==> src/design/sst_pkg.sv <==
// shared types, token codes and keyword tables for the script tokenizer
`timescale 1ns / 1ps

package sst_pkg;

    localparam int POSITION_BITS_DEF = 32;
    localparam int PORT_POS_BITS     = 32;

    typedef enum logic [2:0] {
        MODE_IDLE   = 3'd0,
        MODE_WORD   = 3'd1,
        MODE_QUOTED = 3'd2,
        MODE_IDENT  = 3'd3,
        MODE_NUMBER = 3'd4,
        MODE_ERROR  = 3'd5
    } lex_mode_t;

    typedef logic [3:0] tok_kind_t;

    localparam tok_kind_t TOK_LBRACKET  = 4'd0;
    localparam tok_kind_t TOK_RBRACKET  = 4'd1;
    localparam tok_kind_t TOK_COMMA     = 4'd2;
    localparam tok_kind_t TOK_EQUALS    = 4'd3;
    localparam tok_kind_t TOK_NEWLINE   = 4'd4;
    localparam tok_kind_t TOK_NUMBER    = 4'd5;
    localparam tok_kind_t TOK_QUOTED    = 4'd6;
    localparam tok_kind_t TOK_WORD      = 4'd7;
    localparam tok_kind_t TOK_IDENT     = 4'd8;
    localparam tok_kind_t TOK_VARIABLES = 4'd9;
    localparam tok_kind_t TOK_EVENTS    = 4'd10;
    localparam tok_kind_t TOK_ERROR     = 4'd11;

    localparam logic [3:0] VARIABLES_LEN = 4'd9;
    localparam logic [3:0] EVENTS_LEN    = 4'd6;
    localparam logic [3:0] WORD_LEN_MAX  = 4'd15;

    // letter of "Variables" at index i
    function automatic logic [7:0] kw_variables_char(input logic [3:0] i);
        logic [7:0] ch;
        case (i)
            4'd0:    ch = "V";
            4'd1:    ch = "a";
            4'd2:    ch = "r";
            4'd3:    ch = "i";
            4'd4:    ch = "a";
            4'd5:    ch = "b";
            4'd6:    ch = "l";
            4'd7:    ch = "e";
            4'd8:    ch = "s";
            default: ch = 8'h00;
        endcase
        return ch;
    endfunction

    // letter of "Events" at index i
    function automatic logic [7:0] kw_events_char(input logic [3:0] i);
        logic [7:0] ch;
        case (i)
            4'd0:    ch = "E";
            4'd1:    ch = "v";
            4'd2:    ch = "e";
            4'd3:    ch = "n";
            4'd4:    ch = "t";
            4'd5:    ch = "s";
            default: ch = 8'h00;
        endcase
        return ch;
    endfunction

    function automatic tok_kind_t word_kind(input logic [3:0] len, input logic mv,
                                            input logic me);
        tok_kind_t k;
        if (mv && len == VARIABLES_LEN) begin
            k = TOK_VARIABLES;
        end else if (me && len == EVENTS_LEN) begin
            k = TOK_EVENTS;
        end else begin
            k = TOK_WORD;
        end
        return k;
    endfunction

    function automatic logic is_alpha(input logic [7:0] c);
        return c inside {[8'h61:8'h7A], [8'h41:8'h5A]};
    endfunction

    function automatic logic is_digit(input logic [7:0] c);
        return c inside {[8'h30:8'h39]};
    endfunction

endpackage

==> src/design/sst_lexer.sv <==
// lexer state and per-byte token decode, up to two tokens per byte
`timescale 1ns / 1ps

module sst_lexer #(
    parameter int POSITION_BITS = sst_pkg::POSITION_BITS_DEF
) (
    input  logic                                     aclk,
    input  logic                                     aresetn,
    input  logic                                     advance,
    input  logic [7:0]                               source_byte,
    input  logic                                     end_of_source,
    output logic [1:0]                               res_count,
    output sst_pkg::tok_kind_t [1:0]                 res_kind,
    output logic [1:0][POSITION_BITS-1:0]            res_start,
    output logic [1:0][POSITION_BITS-1:0]            res_end
);

    localparam int P = POSITION_BITS;
    localparam logic [P-1:0] PosMax = '1;

    sst_pkg::lex_mode_t mode_reg, mode_next;
    logic [P-1:0]       begin_reg, begin_next;
    logic [P-1:0]       pos_reg, pos_next;
    logic [3:0]         wlen_reg, wlen_next;
    logic               mv_reg, mv_next;
    logic               me_reg, me_next;

    logic [P:0]   sum1, sum2;
    logic [P-1:0] pos_one, pos_two;

    // token closed by this byte, single-character token, end-of-source flush
    logic               close_v, beg_v, flush_v;
    sst_pkg::tok_kind_t close_kind, beg_kind, flush_kind;
    logic [P-1:0]       close_end, flush_end, flush_start;
    sst_pkg::lex_mode_t mode_mid;
    logic               consumed;
    // word state after this byte, before the end-of-source clear
    logic [3:0]         wlen_mid;
    logic               mv_mid, me_mid;

    assign sum1    = {1'b0, pos_reg} + (P+1)'(1);
    assign sum2    = {1'b0, pos_reg} + (P+1)'(2);
    assign pos_one = sum1[P] ? PosMax : sum1[P-1:0];
    assign pos_two = sum2[P] ? PosMax : sum2[P-1:0];

    // next state and the tokens of this byte
    always_comb begin
        mode_mid   = mode_reg;
        begin_next = begin_reg;
        wlen_next  = wlen_reg;
        mv_next    = mv_reg;
        me_next    = me_reg;
        consumed   = 1'b0;
        close_v    = 1'b0;
        close_kind = sst_pkg::TOK_WORD;
        close_end  = pos_reg;
        beg_v      = 1'b0;
        beg_kind   = sst_pkg::TOK_ERROR;

        case (mode_reg)
            sst_pkg::MODE_ERROR: begin
                consumed = 1'b1;
            end
            sst_pkg::MODE_QUOTED: begin
                consumed = 1'b1;
                if (source_byte == "\"") begin
                    close_v    = 1'b1;
                    close_kind = sst_pkg::TOK_QUOTED;
                    close_end  = pos_one;
                    mode_mid   = sst_pkg::MODE_IDLE;
                end
            end
            sst_pkg::MODE_WORD: begin
                if (sst_pkg::is_alpha(source_byte)) begin
                    consumed = 1'b1;
                    if (wlen_reg >= sst_pkg::VARIABLES_LEN ||
                        sst_pkg::kw_variables_char(wlen_reg) != source_byte) begin
                        mv_next = 1'b0;
                    end
                    if (wlen_reg >= sst_pkg::EVENTS_LEN ||
                        sst_pkg::kw_events_char(wlen_reg) != source_byte) begin
                        me_next = 1'b0;
                    end
                    if (wlen_reg < sst_pkg::WORD_LEN_MAX) begin
                        wlen_next = wlen_reg + 4'd1;
                    end
                end else begin
                    close_v    = 1'b1;
                    close_kind = sst_pkg::word_kind(wlen_reg, mv_reg, me_reg);
                    mode_mid   = sst_pkg::MODE_IDLE;
                end
            end
            sst_pkg::MODE_IDENT: begin
                if (sst_pkg::is_alpha(source_byte) || sst_pkg::is_digit(source_byte)) begin
                    consumed = 1'b1;
                end else begin
                    close_v    = 1'b1;
                    close_kind = sst_pkg::TOK_IDENT;
                    mode_mid   = sst_pkg::MODE_IDLE;
                end
            end
            sst_pkg::MODE_NUMBER: begin
                if (sst_pkg::is_digit(source_byte) || source_byte == ".") begin
                    consumed = 1'b1;
                end else begin
                    close_v    = 1'b1;
                    close_kind = sst_pkg::TOK_NUMBER;
                    mode_mid   = sst_pkg::MODE_IDLE;
                end
            end
            default: begin
                mode_mid = sst_pkg::MODE_IDLE;
            end
        endcase

        if (!consumed) begin
            if (source_byte == "[") begin
                beg_v = 1'b1; beg_kind = sst_pkg::TOK_LBRACKET;
            end else if (source_byte == "]") begin
                beg_v = 1'b1; beg_kind = sst_pkg::TOK_RBRACKET;
            end else if (source_byte == ",") begin
                beg_v = 1'b1; beg_kind = sst_pkg::TOK_COMMA;
            end else if (source_byte == "=") begin
                beg_v = 1'b1; beg_kind = sst_pkg::TOK_EQUALS;
            end else if (source_byte == 8'h0A) begin
                beg_v = 1'b1; beg_kind = sst_pkg::TOK_NEWLINE;
            end else if (sst_pkg::is_digit(source_byte)) begin
                mode_mid   = sst_pkg::MODE_NUMBER;
                begin_next = pos_reg;
            end else if (source_byte == "\"") begin
                mode_mid   = sst_pkg::MODE_QUOTED;
                begin_next = pos_reg;
            end else if (sst_pkg::is_alpha(source_byte)) begin
                // first letter of a word, checked against both keywords
                mode_mid   = sst_pkg::MODE_WORD;
                begin_next = pos_reg;
                wlen_next  = 4'd1;
                mv_next    = (source_byte == sst_pkg::kw_variables_char(4'd0));
                me_next    = (source_byte == sst_pkg::kw_events_char(4'd0));
            end else if (source_byte == "$") begin
                mode_mid   = sst_pkg::MODE_IDENT;
                begin_next = pos_reg;
            end else if (source_byte == 8'h0D) begin
                // carriage return at token start is dropped
                beg_v = 1'b0;
            end else begin
                beg_v    = 1'b1;
                beg_kind = sst_pkg::TOK_ERROR;
                mode_mid = sst_pkg::MODE_ERROR;
            end
        end

        wlen_mid  = wlen_next;
        mv_mid    = mv_next;
        me_mid    = me_next;
        mode_next = mode_mid;
        pos_next  = pos_one;
        if (end_of_source) begin
            mode_next  = sst_pkg::MODE_IDLE;
            begin_next = '0;
            pos_next   = '0;
            wlen_next  = 4'd0;
            mv_next    = 1'b1;
            me_next    = 1'b1;
        end
    end

    // end-of-source flush and packing into two result slots
    always_comb begin
        flush_v     = 1'b0;
        flush_kind  = sst_pkg::TOK_WORD;
        flush_end   = pos_one;
        // a token opened by this very byte starts here
        flush_start = consumed ? begin_reg : pos_reg;
        if (end_of_source) begin
            case (mode_mid)
                sst_pkg::MODE_WORD: begin
                    flush_v    = 1'b1;
                    flush_kind = sst_pkg::word_kind(wlen_mid, mv_mid, me_mid);
                end
                sst_pkg::MODE_IDENT: begin
                    flush_v    = 1'b1;
                    flush_kind = sst_pkg::TOK_IDENT;
                end
                sst_pkg::MODE_NUMBER: begin
                    flush_v    = 1'b1;
                    flush_kind = sst_pkg::TOK_NUMBER;
                end
                sst_pkg::MODE_QUOTED: begin
                    flush_v    = 1'b1;
                    flush_kind = sst_pkg::TOK_QUOTED;
                    flush_end  = pos_two;
                end
                default: begin
                    flush_v = 1'b0;
                end
            endcase
        end

        res_kind  = {sst_pkg::TOK_WORD, sst_pkg::TOK_WORD};
        res_start = '0;
        res_end   = '0;
        res_count = 2'd0;
        // a byte that closes a token and starts a single-character one opens no token
        if (close_v) begin
            res_kind[0]  = close_kind;
            res_start[0] = begin_reg;
            res_end[0]   = close_end;
            if (beg_v) begin
                res_kind[1]  = beg_kind;
                res_start[1] = pos_reg;
                res_end[1]   = pos_one;
                res_count    = 2'd2;
            end else if (flush_v) begin
                res_kind[1]  = flush_kind;
                res_start[1] = flush_start;
                res_end[1]   = flush_end;
                res_count    = 2'd2;
            end else begin
                res_count = 2'd1;
            end
        end else if (beg_v) begin
            res_kind[0]  = beg_kind;
            res_start[0] = pos_reg;
            res_end[0]   = pos_one;
            res_count    = 2'd1;
        end else if (flush_v) begin
            res_kind[0]  = flush_kind;
            res_start[0] = flush_start;
            res_end[0]   = flush_end;
            res_count    = 2'd1;
        end
    end

    always_ff @(posedge aclk) begin
        if (!aresetn) begin
            mode_reg  <= sst_pkg::MODE_IDLE;
            begin_reg <= '0;
            pos_reg   <= '0;
            wlen_reg  <= 4'd0;
            mv_reg    <= 1'b1;
            me_reg    <= 1'b1;
        end else if (advance) begin
            mode_reg  <= mode_next;
            begin_reg <= begin_next;
            pos_reg   <= pos_next;
            wlen_reg  <= wlen_next;
            mv_reg    <= mv_next;
            me_reg    <= me_next;
        end
    end

endmodule

==> src/design/storyboard_script_tokenizer.sv <==
// top level of the script tokenizer: lexer plus two-entry result buffer
`timescale 1ns / 1ps

// Script tokenizer, one source byte per item.
// Input channel s_*: source_byte with end_of_source set on the final byte of
// a script. Result channel m_*: one token per item, kind, start and end
// position, with m_last_of_item set on the last token caused by a byte.
// A byte is decoded in the cycle it is accepted; its tokens sit in a
// two-entry result buffer and the first shows on m_* in the next cycle.
// A byte gives zero, one or two tokens. Throughput is one byte per cycle
// while bytes give at most one token each and m_ready stays high; a byte
// that gives two tokens holds s_ready low until the first has been taken,
// since the result port moves one token per cycle.
// When the receiver stalls, buffered tokens hold and s_ready drops once the
// buffer cannot take the next byte's tokens.
// Reset (aresetn low, synchronous) empties the buffer, returns position to
// zero and closes any open token without reporting it. end_of_source also
// returns position to zero at the end of a script, after flushing the open token.
module storyboard_script_tokenizer #(
    parameter int POSITION_BITS = sst_pkg::POSITION_BITS_DEF
) (
    input  logic        aclk,
    input  logic        aresetn,
    input  logic        s_valid,
    output logic        s_ready,
    input  logic [7:0]  s_source_byte,
    input  logic        s_end_of_source,
    output logic        m_valid,
    input  logic        m_ready,
    output logic [3:0]  m_token_kind,
    output logic [31:0] m_start_position,
    output logic [31:0] m_end_position,
    output logic        m_last_of_item
);

    localparam int P = POSITION_BITS;

    logic                           accept, pop;
    logic [1:0]                     res_count;
    sst_pkg::tok_kind_t [1:0]       res_kind;
    logic [1:0][P-1:0]              res_start, res_end;

    logic [1:0]                     cnt_reg, cnt_next;
    sst_pkg::tok_kind_t [1:0]       kind_reg, kind_next;
    logic [1:0][P-1:0]              start_reg, start_next;
    logic [1:0][P-1:0]              end_reg, end_next;
    logic [1:0]                     last_reg, last_next;

    sst_lexer #(
        .POSITION_BITS(P)
    ) u_lexer (
        .aclk         (aclk),
        .aresetn      (aresetn),
        .advance      (accept),
        .source_byte  (s_source_byte),
        .end_of_source(s_end_of_source),
        .res_count    (res_count),
        .res_kind     (res_kind),
        .res_start    (res_start),
        .res_end      (res_end)
    );

    assign m_valid = (cnt_reg != 2'd0);
    assign pop     = m_valid && m_ready;
    // a new byte may bring two tokens, so the buffer must drain to empty
    assign s_ready = (cnt_reg == 2'd0) || (cnt_reg == 2'd1 && m_ready);
    assign accept  = s_valid && s_ready;

    assign m_token_kind     = kind_reg[0];
    assign m_start_position = sst_pkg::PORT_POS_BITS'(start_reg[0]);
    assign m_end_position   = sst_pkg::PORT_POS_BITS'(end_reg[0]);
    assign m_last_of_item   = last_reg[0];

    always_comb begin
        cnt_next   = cnt_reg;
        kind_next  = kind_reg;
        start_next = start_reg;
        end_next   = end_reg;
        last_next  = last_reg;
        if (pop) begin
            cnt_next      = cnt_reg - 2'd1;
            kind_next[0]  = kind_reg[1];
            start_next[0] = start_reg[1];
            end_next[0]   = end_reg[1];
            last_next[0]  = last_reg[1];
        end
        if (accept) begin
            cnt_next   = res_count;
            kind_next  = res_kind;
            start_next = res_start;
            end_next   = res_end;
            last_next  = {1'b1, (res_count == 2'd1)};
        end
    end

    always_ff @(posedge aclk) begin
        if (!aresetn) begin
            cnt_reg <= 2'd0;
        end else begin
            cnt_reg <= cnt_next;
        end
    end

    always_ff @(posedge aclk) begin
        kind_reg  <= kind_next;
        start_reg <= start_next;
        end_reg   <= end_next;
        last_reg  <= last_next;
    end

endmodule
==> config.mk <==
export PLATFORM = sky130hd
export DESIGN_NAME = storyboard_script_tokenizer
export DESIGN_NICKNAME = d
export VERILOG_FILES = /design/src/design/sst_pkg.sv /design/src/design/sst_lexer.sv /design/src/design/storyboard_script_tokenizer.sv
export SDC_FILE = /design/constraint.sdc
export NUM_CORES = 1
export LEC_CHECK = 0
export CORE_ASPECT_RATIO = 0.6
export CORE_UTILIZATION = 60
export CTS_BUF_LIST = sky130_fd_sc_hd__clkbuf_16
export DETAILED_ROUTE_END_ITERATION = 8
export DONT_BUFFER_PORTS = 1
export GPL_TIMING_DRIVEN = 0
export MAX_ROUTING_LAYER = met4
export PLACE_DENSITY = 0.84
export SLEW_MARGIN = 20
export SYNTH_ARGS = -nofsm -noshare
export SYNTH_HDL_FRONTEND = slang
export SYNTH_HIERARCHICAL = 1
export SYNTH_SLANG_ARGS = --single-unit
==> constraint.sdc <==
create_clock -name aclk -period 9.9 [get_ports aclk]
set_input_delay 0 -clock aclk [delete_from_list [all_inputs] [get_ports aclk]]
set_output_delay 0 -clock aclk [all_outputs]
set_load 0.02 [all_outputs]
After elaboration in Yosys (flattened, before gate mapping)
Memory sizes are Yosys's and may differ from the RTL's. A register that Yosys moved wholly into a read port is not among the register bits.
Index checks and enable logic that the tools add are counted.
- bits in registers: 212
- bits in read-only memories: 112
- bits of input ports: 13
- output and inout port bits: 71
- logic and storage cells: 236
- memories kept: 1
- memory list (name ; depth ; bits a word ; read ports ; clocked after memory_dff ; write ports ; RTL line ; source):
    (name not given) ; 16 ; 7 ; 1 ; 1 ; 0 ; sst_pkg.sv:40 ; case (i)
- add/sub/neg operators: 4
- $lt $le $gt $ge: 9
- equal/unequal tests: 39
- multiplexer cells: 145
- reduce and logical (&&, ||, !) cells: 24
- operators by type and width (cell ; count):
    $mux W32 ; 29
    $mux W4 ; 33
    $mux W1 ; 50
    $mux W3 ; 16
    $pmux W7 S6 ; 1
    $eq A8 B6 Y1 const B ; 5
    $add A32 B1 Y33 const B ; 1
    $add A32 B2 Y33 const B ; 1
    $eq A8 B7 Y1 const B ; 4
    $mux W8 ; 4
    $pmux W4 S4 ; 2
    $eq A4 B3 Y1 const B ; 4
    $eq A8 B4 Y1 const B ; 2
    $ge A8 B7 Y1 const B ; 2
    $le A8 B7 Y1 const B ; 2
    $ne A8 B8 Y1 ; 2
    $pmux W3 S5 ; 1
    $mux W2 ; 7
    $eq A3 B2 Y1 const B ; 4
    $ne A2 B2 Y1 const B ; 6
    $logic_and A1 B1 Y1 ; 10
    $eq A3 B3 Y1 const B ; 3
    $eq A4 B2 Y1 const B ; 2
    $eq A4 B4 Y1 const B ; 2
    other kinds (19) ; 28

Depth between registers and ports, before layout
Gate-level depths: netlist of run 1.
- word-level depth: 28
- depth in mapped cells: 15
- depth with buffers taken out: 14

Hierarchy
Netlist of run 1, hierarchy kept.
- modules (own cells, without submodules) (module ; times used ; cells an instance ; area each (µm²) ; seq. area each (µm²)):
    sst_lexer ; 1 ; 1104 ; 7657.3 ; 1601.5
    storyboard_script_tokenizer ; 1 ; 305 ; 5987.0 ; 4154.0

Worst setup path after synthesis of run 1
OpenSTA, ideal clock, no wires.
- kind: reg-to-reg
- start point: register cnt_reg[0]
- end point: register (tool-made name)
- setup time: 0.123 ns
- arrival: 4.019 ns
- required time: 9.777 ns
- path slack: 5.758 ns
- stages on the path, launching flop included: 16
- path buffers: 2
- clock period less this slack: 4.142 ns
- cell sequence: dfxtp_1 > inv_1 > ha_1 > a21oi_2 > inv_4 > nand2_8 > buf_12 > inv_1 > clkbuf_1 > nand4_1 > a21boi_0 > inv_1 > ha_1 > nand2_1 > nor2_1 > or2_2
- RTL lines (element ; RTL line ; source):
    from (decl) ; storyboard_script_tokenizer.sv:43 ; logic [1:0] cnt_reg, cnt_next;
    from (signal assigned) ; storyboard_script_tokenizer.sv:100 ; cnt_reg <= cnt_next;

Final worst setup path of run 1
- start point: register u_lexer.mode_reg[1]
- end point: register cnt_reg[0]
- word-level cells in the longest chain between the ends: 21
- elaborated cells on any way between the ends: 38
- those cells by class: 9 x eq/ne; 27 x mux; 2 x reduce/logical
- ends and longest elaborated chain (element ; RTL line ; source):
    from (decl) ; sst_lexer.sv:21 ; sst_pkg::lex_mode_t mode_reg, mode_next;
    from (signal assigned) ; sst_lexer.sv:237 ; mode_reg <= sst_pkg::MODE_IDLE;
    from (signal assigned) ; sst_lexer.sv:244 ; mode_reg <= mode_next;
    $eq A3 B3 Y1 (tied with other cells) ; sst_lexer.sv:60 ; case (mode_reg)
    $pmux W3 S5 ; sst_lexer.sv:60 ;
    $mux W3 ; sst_lexer.sv:143 ; end else if (source_byte == 8'h0D) begin
    $mux W3 ; sst_lexer.sv:140 ; end else if (source_byte == "$") begin
    $mux W3 ; sst_lexer.sv:133 ; end else if (sst_pkg::is_alpha(source_byte)) begin
    $mux W3 ; sst_lexer.sv:130 ; end else if (source_byte == "\"") begin
    $mux W3 ; sst_lexer.sv:127 ; end else if (sst_pkg::is_digit(source_byte)) begin
    $mux W3 ; sst_lexer.sv:125 ; end else if (source_byte == 8'h0A) begin
    [... 6 more ...] ; -- ;
    $reduce_or A4 Y1 (no source line) ; -- ;
    $mux W1 ; sst_lexer.sv:176 ; case (mode_mid)
    $mux W1 ; sst_lexer.sv:175 ; if (end_of_source) begin
    $mux W1 or $mux W2 (tied branches) ; sst_lexer.sv:227, sst_lexer.sv:214 ;
    $mux W2, on equally long branches ; sst_lexer.sv:222, sst_lexer.sv:209 ;
    $mux W2 * ; sst_lexer.sv:205 ; if (close_v) begin
    via res_count[0] ; storyboard_script_tokenizer.sv:39 ; logic [1:0] res_count;
    $mux W2 * ; storyboard_script_tokenizer.sv:87 ; if (accept) begin
Mark *: on every way through the listed nets, which the timed path passes. The rest lies on a longest branch.
A chain may end at the register's enable or synchronous reset.

==> metrics.md, run 1 <==
| Metric | Value |
|---|---|
| Cell Rows | 42 |
| MaxCap Viol Count | 0 |
| CP max stage delay | approximately 600 ps |
| Post-Syn Nets | ~1400 |
| Sink Count | roughly 220 |
| Post-synth EDFFs | roughly 140 |
| Synth cell types | 91 |
| Most used DFF post-synth | edfxtp_1 |
| CTS resizes | 0 |
| Total GRT Usage | about two fifths |
| Worst Path Buf+Inv | 3 |
| N_diodes | 0 |
| Asr flop ratio synth | 0% |
| Worst hold path class | in -> reg |
| CP Data Required Time | between 10000 and 15000 ps |
| Hold Fails Final Rpt | 0 |
| Status | complete, no violations |
| Worst-Margin Slew | just over 1000 ps |
| Clock Path Buffers | 3 |
| CP endpoint kind | flip-flop |
| Most common cell after layout, fill and taps aside | edfxtp_1 |
| Antenna Nets Post-Route | 0 |
| DRC | 0 |
| Number of global-route vias before repair | 10600 |
| Share of cells above drive strength 1 | between 10% and 20% |
| Commonest non-fill, non-tap cells in the layout | 137 x edfxtp_1, 134 x nor2_1, 104 x nand2_1 |
| CP startpoint | u_lexer/mode_reg[1]$_SDFFE_PN0P_ |
| CP Depth | 13 |
| H-tree levels | 1 |
| YS warnings | 6 |
| Crit path max-delay family | compound AO/OA/AOI/OAI gates |
| Area delta synth->final | 9.15% |
| Synthesized instance count | around 1400 |
| Startpoint types | flip-flop |
| CORE AREA | around 22000 um2 |
| Die W | between 150 and 200 um |
| Arr. time, crit path | slightly above 5000 ps |
| CTS clk-pin slew, worst paths | 70 ps |
| First-pass GRT wire length | about 66 mm |
| Clk_skew | ~14 ps |
| R2R Path End | cnt_reg[0]$_SDFFE_PN0P_ |
| Tmin final | 4730 ps |
| Kind of critical path | reg -> reg |
| Die Span Y | approximately 120 um |
| Register area share after synthesis | a little over two fifths |
| Cell area after synthesis | roughly 14000 um2 |
| VDD IR-drop max | between 0.2 and 0.25 mV |
| Placer congestion estimate | 1.01 |
| Cell at the slowest stage of the critical path | a21oi_2 |
| R2R Setup Slk | 5170 ps |
| Number of DRC markers in iteration 0 | ~1500 |
| Worst slew margin | roughly a third |
| Critical-path cell list | clkbuf_1 > nor3b_1 > a21oi_1 > o21a_1 > a221o_2 > a211o_1 > a21oi_2 > nand2b_1 > nand2_1 > inv_1 > nand3_1 > a41o_1 > dlygate4sd3_1 |
| HPWL after detailed placement | 32.3 mm |
| Static leakage | approximately 5.6 nW |
| Die ar. | roughly 23000 um2 |
| Per-cell routed wire length | 25.3 um |
| Via count | between 10000 and 15000 |
| Largest net degree at the start of global routing | 43 |
| Initial Util | 61.5% |
| Reg2Reg Depth | 13 |
| Slew Limit Fails | 0 |
| Worst-skew pair later-pin latency | between 500 and 600 ps |
| Clk root buf | clkbuf_16 |
| Final wirelength | 44.7 mm |
| Syn_area_per_cell | approximately 9.7 um2 |
| Layout Nets | 1467 |
| Unrepaired setup endpoints after global routing | no |
| CP Max Fanout | 10 |
| Fin crit share | about 48% |
| Post-CTS Setup Bufs | 0 |
| Post-layout util | between 60% and 70% |
| Flops & latches, synth | 219 |
| CTS Buf Count | 22 |
| Power density over the cells | about 230 nW/um2 |
| Filler instances | between 1500 and 2000 |
| CTS tree | yes |
| Fmax | around 210 MHz |
| GR Overflow Total | 0 |
| Reg2Reg Launch Point | u_lexer/mode_reg[1]$_SDFFE_PN0P_ |
| Final number of setup-violating endpoints | 0 |
| Vias/cell | ~6.6 |
| Initial antenna violation count | 0 |
| # IOs | 84 |
| Pre-antenna DRT Iters | 7 |
| Setup crit end | cnt_reg[0]$_SDFFE_PN0P_ |
| Count of input and output buffers | 0 |
| Final TNS setup | 0 ps |
-- cells by family after synthesis --
kind of cell               Yosys count  synth area share [%]
AOI/OAI and AO/OA                  354                  18.5
xor gates and xnor gates            46                  2.95
adders and majority gates           14                  1.28
buffers and inverters              215                  8.95
DFF                                219                  42.2
muxes                               73                  7.86
and+or+nand+nor                    488                  18.3
-- Yosys cell counts (5+ instances only) --
cell type | instances | share of area, %
edfxtp_1 | 137 | 30
nor2_1 | 134 | 3.7
nand2_1 | 104 | 2.9
dfxtp_1 | 82 | 12
clkbuf_1 | 80 | 2.2
buf_4 | 72 | 4.0
mux2_4 | 68 | 7.5
a21oi_1 | 67 | 2.5
nor2b_1 | 61 | 2.8
o21ai_0 | 50 | 1.8
and2_1 | 49 | 2.2
a22oi_1 | 41 | 2.3
nand3_1 | 33 | 1.2
a22o_1 | 32 | 2.1
xnor2_1 | 30 | 1.9
inv_1 | 27 | 0.74
o31ai_1 | 23 | 1.3
buf_2 | 22 | 0.81
and3_1 | 19 | 0.87
nand4_1 | 18 | 0.83
nor3_1 | 16 | 0.59
xor2_1 | 16 | 1.0
o22ai_1 | 15 | 0.69
ha_1 | 14 | 1.3
o211ai_1 | 13 | 0.72
a211oi_1 | 10 | 0.55
a31oi_1 | 9 | 0.41
a31o_2 | 8 | 0.51
a221oi_1 | 7 | 0.45
buf_12 | 7 | 1.0
nor4_1 | 7 | 0.32
a21boi_0 | 6 | 0.33
a21o_1 | 6 | 0.33
nand2b_1 | 6 | 0.28
o211a_1 | 6 | 0.44
and3b_1 | 5 | 0.32
and4_1 | 5 | 0.32
buf_1 | 5 | 0.14
o21a_1 | 5 | 0.28
-- layout make-up --
class                      count  area (um2)  share of cell area [%]
clock buffer                  25         626                    4.20
buffer                       186        1110                    7.45
timing repair buffer           7        90.1                   0.605
clock inverter                15         124                   0.832
sequential                   219        5760                    38.6
tap                          308         385                    2.59
multi-input combinational    975        6690                    44.9
inverter                      29         114                   0.765
-- through the flow --
stage	total power, mW	cell area (um2)	instances	hold slack, ps	worst slack (ps)
after floorplan	2.25	13600	1409	162	5760
after global placement	2.51	14000	1717	170	4290
after detailed placement	2.54	14100	1719	179	5700
after CTS	3.41	14900	1764	28.6	5430
after global routing	3.53	14900	1764	69.2	5110
final	3.43	14900	1764	39.7	5170
-- where the power goes --
| part | switching, mW | internal (mW) |
|---|---|---|
| sequential | 0.0723 | 1.26 |
| combinational | 0.766 | 0.460 |
| clock | 0.364 | 0.506 |
| total | 1.20 | 2.23 |
-- repair_timing --
item                                   in CTS  in global routing
hold buffers                                5                  0
setup endpoints to repair                   0                  0
endpoints found under the hold margin       7                  0
-- metal layers --
metal | up-vias | global-route usage (%) | wire [um]
met4 | 0 | 8.14 | 1090
met1 | 5685 | 58.0 | 20000
met2 | 741 | 50.1 | 17400
li1 | 5125 | - | -
met3 | 89 | 13.9 | 6280
met5 | - | - | 0
-- worst min path at each step --
| stage | endpoint | from | depth (start not counted) |
|---|---|---|---|
| final | cnt_reg[1]$_SDFFE_PN0P_ | s_valid | 3 |
| after detailed placement | cnt_reg[0]$_SDFFE_PN0P_ | aresetn | 1 |
| after floorplan | cnt_reg[0]$_SDFFE_PN0P_ | aresetn | 1 |
| after global placement | cnt_reg[0]$_SDFFE_PN0P_ | aresetn | 1 |
| after CTS | cnt_reg[1]$_SDFFE_PN0P_ | s_valid | 3 |
| after global routing | cnt_reg[1]$_SDFFE_PN0P_ | s_valid | 3 |
-- worst reg2reg max path: cells and delay by family (launching register included) --
family | cells | cell delay [ps]
AOI/OAI and AO/OA | 6 | 1930
buffers and inverters | 3 | 1000
and+or+nand+nor | 4 | 1340
DFF | 1 | 310
Power figures use the tool's default switching activity.
==> inputs of run 2 (changes only) <==
--- a/config.mk
+++ b/config.mk
@@ -6,13 +6,13 @@
 export NUM_CORES = 1
 export LEC_CHECK = 0
 export CORE_ASPECT_RATIO = 0.6
-export CORE_UTILIZATION = 60
+export CORE_UTILIZATION = 59
 export CTS_BUF_LIST = sky130_fd_sc_hd__clkbuf_16
 export DETAILED_ROUTE_END_ITERATION = 8
 export DONT_BUFFER_PORTS = 1
 export GPL_TIMING_DRIVEN = 0
 export MAX_ROUTING_LAYER = met4
-export PLACE_DENSITY = 0.84
+export PLACE_DENSITY = 0.86
 export SLEW_MARGIN = 20
 export SYNTH_ARGS = -nofsm -noshare
 export SYNTH_HDL_FRONTEND = slang
==> constraint.sdc (replaced) <==
create_clock -name aclk -period 4.23 [get_ports aclk]
set_input_delay 0 -clock aclk [delete_from_list [all_inputs] [get_ports aclk]]
set_output_delay 0 -clock aclk [all_outputs]
set_load 0.02 [all_outputs]
==> run 2 against run 1 <==
Against the previous run:
- highest routed layer unchanged
- combinational power is 130% higher
- register-to-register slack worse by 5200 ps
- largest power group unchanged
- via count is 1.5% higher
- non-clock buffer count is 3 lower
==> metrics.md, run 2 (synthesized netlist as in run 1, its figures left out) <==
| Metric | Value |
|---|---|
| Status | complete, no violations |
| Clk root buf | clkbuf_16 |
| Highest metal used | met4 |
| Worst-skew pair later-pin latency | 540 ps |
| M1 WL | 20.1 mm |
| Per-cell routed wire length | 26.4 um |
| CP Max Fanout | 10 |
| Arr. time, crit path | around 4500 ps |
| Slew Limit Fails | 0 |
| Sw Ratio | a little over a third |
| HPWL after detailed placement | 33.7 mm |
| H-tree levels | 1 |
| WHS Endpoint | cnt_reg[1]$_SDFFE_PN0P_ |
| Most common cell after layout, fill and taps aside | edfxtp_1 |
| Clock Path Buffers | 3 |
| Worst hold stages | 3 |
| DRC | 0 |
| Gate power share | 36.0% |
| Worst hold path class | in -> reg |
| Post-CTS Setup Bufs | 0 |
| Final number of setup-violating endpoints | 0 |
| Total GRT Usage | about two fifths |
| Tmin final | ~4200 ps |
| Via count | approximately 12000 |
| R2R Setup Slk | between 2 and 2.5 ps |
| Critical-path cell list | clkbuf_1 > nor3b_1 > a21oi_1 > o21a_1 > a221o_2 > a211o_1 > a21oi_2 > nand2b_1 > o22ai_1 > mux2_4 |
| Power density over the cells | roughly 540 nW/um2 |
| CTS clk-pin slew, worst paths | roughly 60 ps |
| Fmax | between 200 and 250 MHz |
| Hold Fails Final Rpt | 0 |
| Final TNS setup | 0 ps |
| Die W | around 200 um |
| Die Span Y | ~120 um |
| Count of input and output buffers | 0 |
| Clk_skew | about 19 ps |
| Seq pwr share | 38.9% |
| Placement Cell Area | around 14000 um2 |
| Worst hold start | s_valid |
| Commonest non-fill, non-tap cells in the layout | 137 x edfxtp_1, 134 x nor2_1, 104 x nand2_1 |
| CTS tree | yes |
| Post-layout util | approximately 67% |
| Largest net degree at the start of global routing | 49 |
| CP Data Required Time | approximately 4500 ps |
| Dpl cells | 1719 |
| Worst-Margin Slew | 1120 ps |
| Startpoint types | flip-flop |
| Kind of critical path | reg -> reg |
| WL met3 | around 7 mm |
| Pre-antenna DRT Iters | 6 |
| Reg2Reg Depth | 10 |
| R2R Path End | m_end_position[3]$_DFFE_PP_ |
| WL met2 | roughly 18 mm |
| Vias/cell | between 6 and 7 |
| Hold slack | around 20 ps |
| Share of cells above drive strength 1 | about 17% |
| MaxCap Viol Count | 0 |
| Cell at the slowest stage of the critical path | a21oi_2 |
| Finished Cell Area | approximately 15000 um2 |
| VDD IR-drop max | around 0.44 mV |
| Reg2Reg Launch Point | u_lexer/mode_reg[1]$_SDFFE_PN0P_ |
| Cell Rows | between 40 and 50 |
| First-pass GRT wire length | 68.2 mm |
| Crit path max-delay family | compound AO/OA/AOI/OAI gates |
| Area delta synth->final | 9.11% |
| Net switching power | about 2.9 mW |
| CP startpoint | u_lexer/mode_reg[1]$_SDFFE_PN0P_ |
| Initial Util | roughly 61% |
| Worst slack at placement | -164 ps |
| Static leakage | 5.63 nW |
| Layout Nets | roughly 1500 |
| CP endpoint kind | flip-flop |
| Antenna Nets Post-Route | 0 |
| Final setup margin | 2.04 ps |
| Final wirelength | ~47 mm |
| Filler instances | approximately 1800 |
| Unrepaired setup endpoints after global routing | yes |
| Die ar. | 23800 um2 |
| Worst Path Buf+Inv | 1 |
| CP max stage delay | ~650 ps |
| GR Overflow Total | 0 |
| Number of global-route vias before repair | about 11000 |
| Number of DRC markers in iteration 0 | ~1700 |
| Worst slew margin | about 25% |
| Fin crit share | 100% |
| Initial antenna violation count | 0 |
| Clock share of power | between 20% and 30% |
| CORE AREA | about 22000 um2 |
| Power, Total | between 8 and 9 mW |
| CTS Buf Count | 23 |
| Placer congestion estimate | roughly 1 |
| N_diodes | 0 |
| Sink Count | between 200 and 250 |
| Pint | 5.15 mW |
| Post-Layout Cell Count | 1762 |
| # IOs | 84 |
-- run 2: cell types whose count changed in the layout (fill, tap and decap cells not counted), sizes merged --
cell | previous run | this run
clkbuf | 105 | 100
clkinv | 5 | 8
-- run 2: per-layer routing --
layer | GRT usage (%) | vias up
met5 | - | -
met4 | 10.3 | 0
met3 | 14.3 | 96
met2 | 52.8 | 884
met1 | 58.1 | 5702
li1 | - | 5129
-- run 2: area by class of cell --
cell class | instances | area [um2] | share of cell area (%)
well taps | 308 | 385 | 2.59
repair buffers | 7 | 97.6 | 0.656
multi-input cells | 975 | 6710 | 45.1
plain buffers | 183 | 1100 | 7.39
clock inverters | 18 | 151 | 1.02
flip-flops and latches | 219 | 5760 | 38.7
inverters | 29 | 114 | 0.765
clock buffers | 23 | 576 | 3.87
-- run 2: how the worst max path moves through the flow --
stage / end / slack (ps) / depth (start not counted)
after global placement: flip-flop / -1390 / 15
after detailed placement: m_end_position[28]$_DFFE_PP_ / -160 / 12
after CTS: flip-flop / 140 / 16
after floorplan: flip-flop / 90 / 15
final: m_end_position[3]$_DFFE_PP_ / 2 / 10
after global routing: m_end_position[25]$_DFFE_PP_ / -5 / 11
-- run 2: timing repair --
| action | in CTS | in global routing |
|---|---|---|
| setup endpoints to repair | 4 | 7 |
| resized for setup | 3 | 3 |
| gates cloned | 0 | 0 |
| endpoints found under the hold margin | 7 | 0 |
| hold buffers | 5 | 0 |
-- run 2: power by group through the flow --
stage | Clock [mW] | Combinational, mW | Sequential, mW
floorplan | 0 | 2.15 | 3.11
global placement | 0 | 2.73 | 3.17
detailed placement | 0 | 2.82 | 3.17
CTS | 2.02 | 2.84 | 3.13
global route | 2.10 | 3.00 | 3.17
finish | 2.01 | 2.89 | 3.12
-- run 2: worst register-to-register path, stage by stage (launching register included) --
cell and delay, ps:
dfxtp_1 300, clkbuf_1 290, nor3b_1 470, a21oi_1 140, o21a_1 210, a221o_2 440, a211o_1 340, a21oi_2 650
nand2b_1 550, o22ai_1 220, mux2_4 350
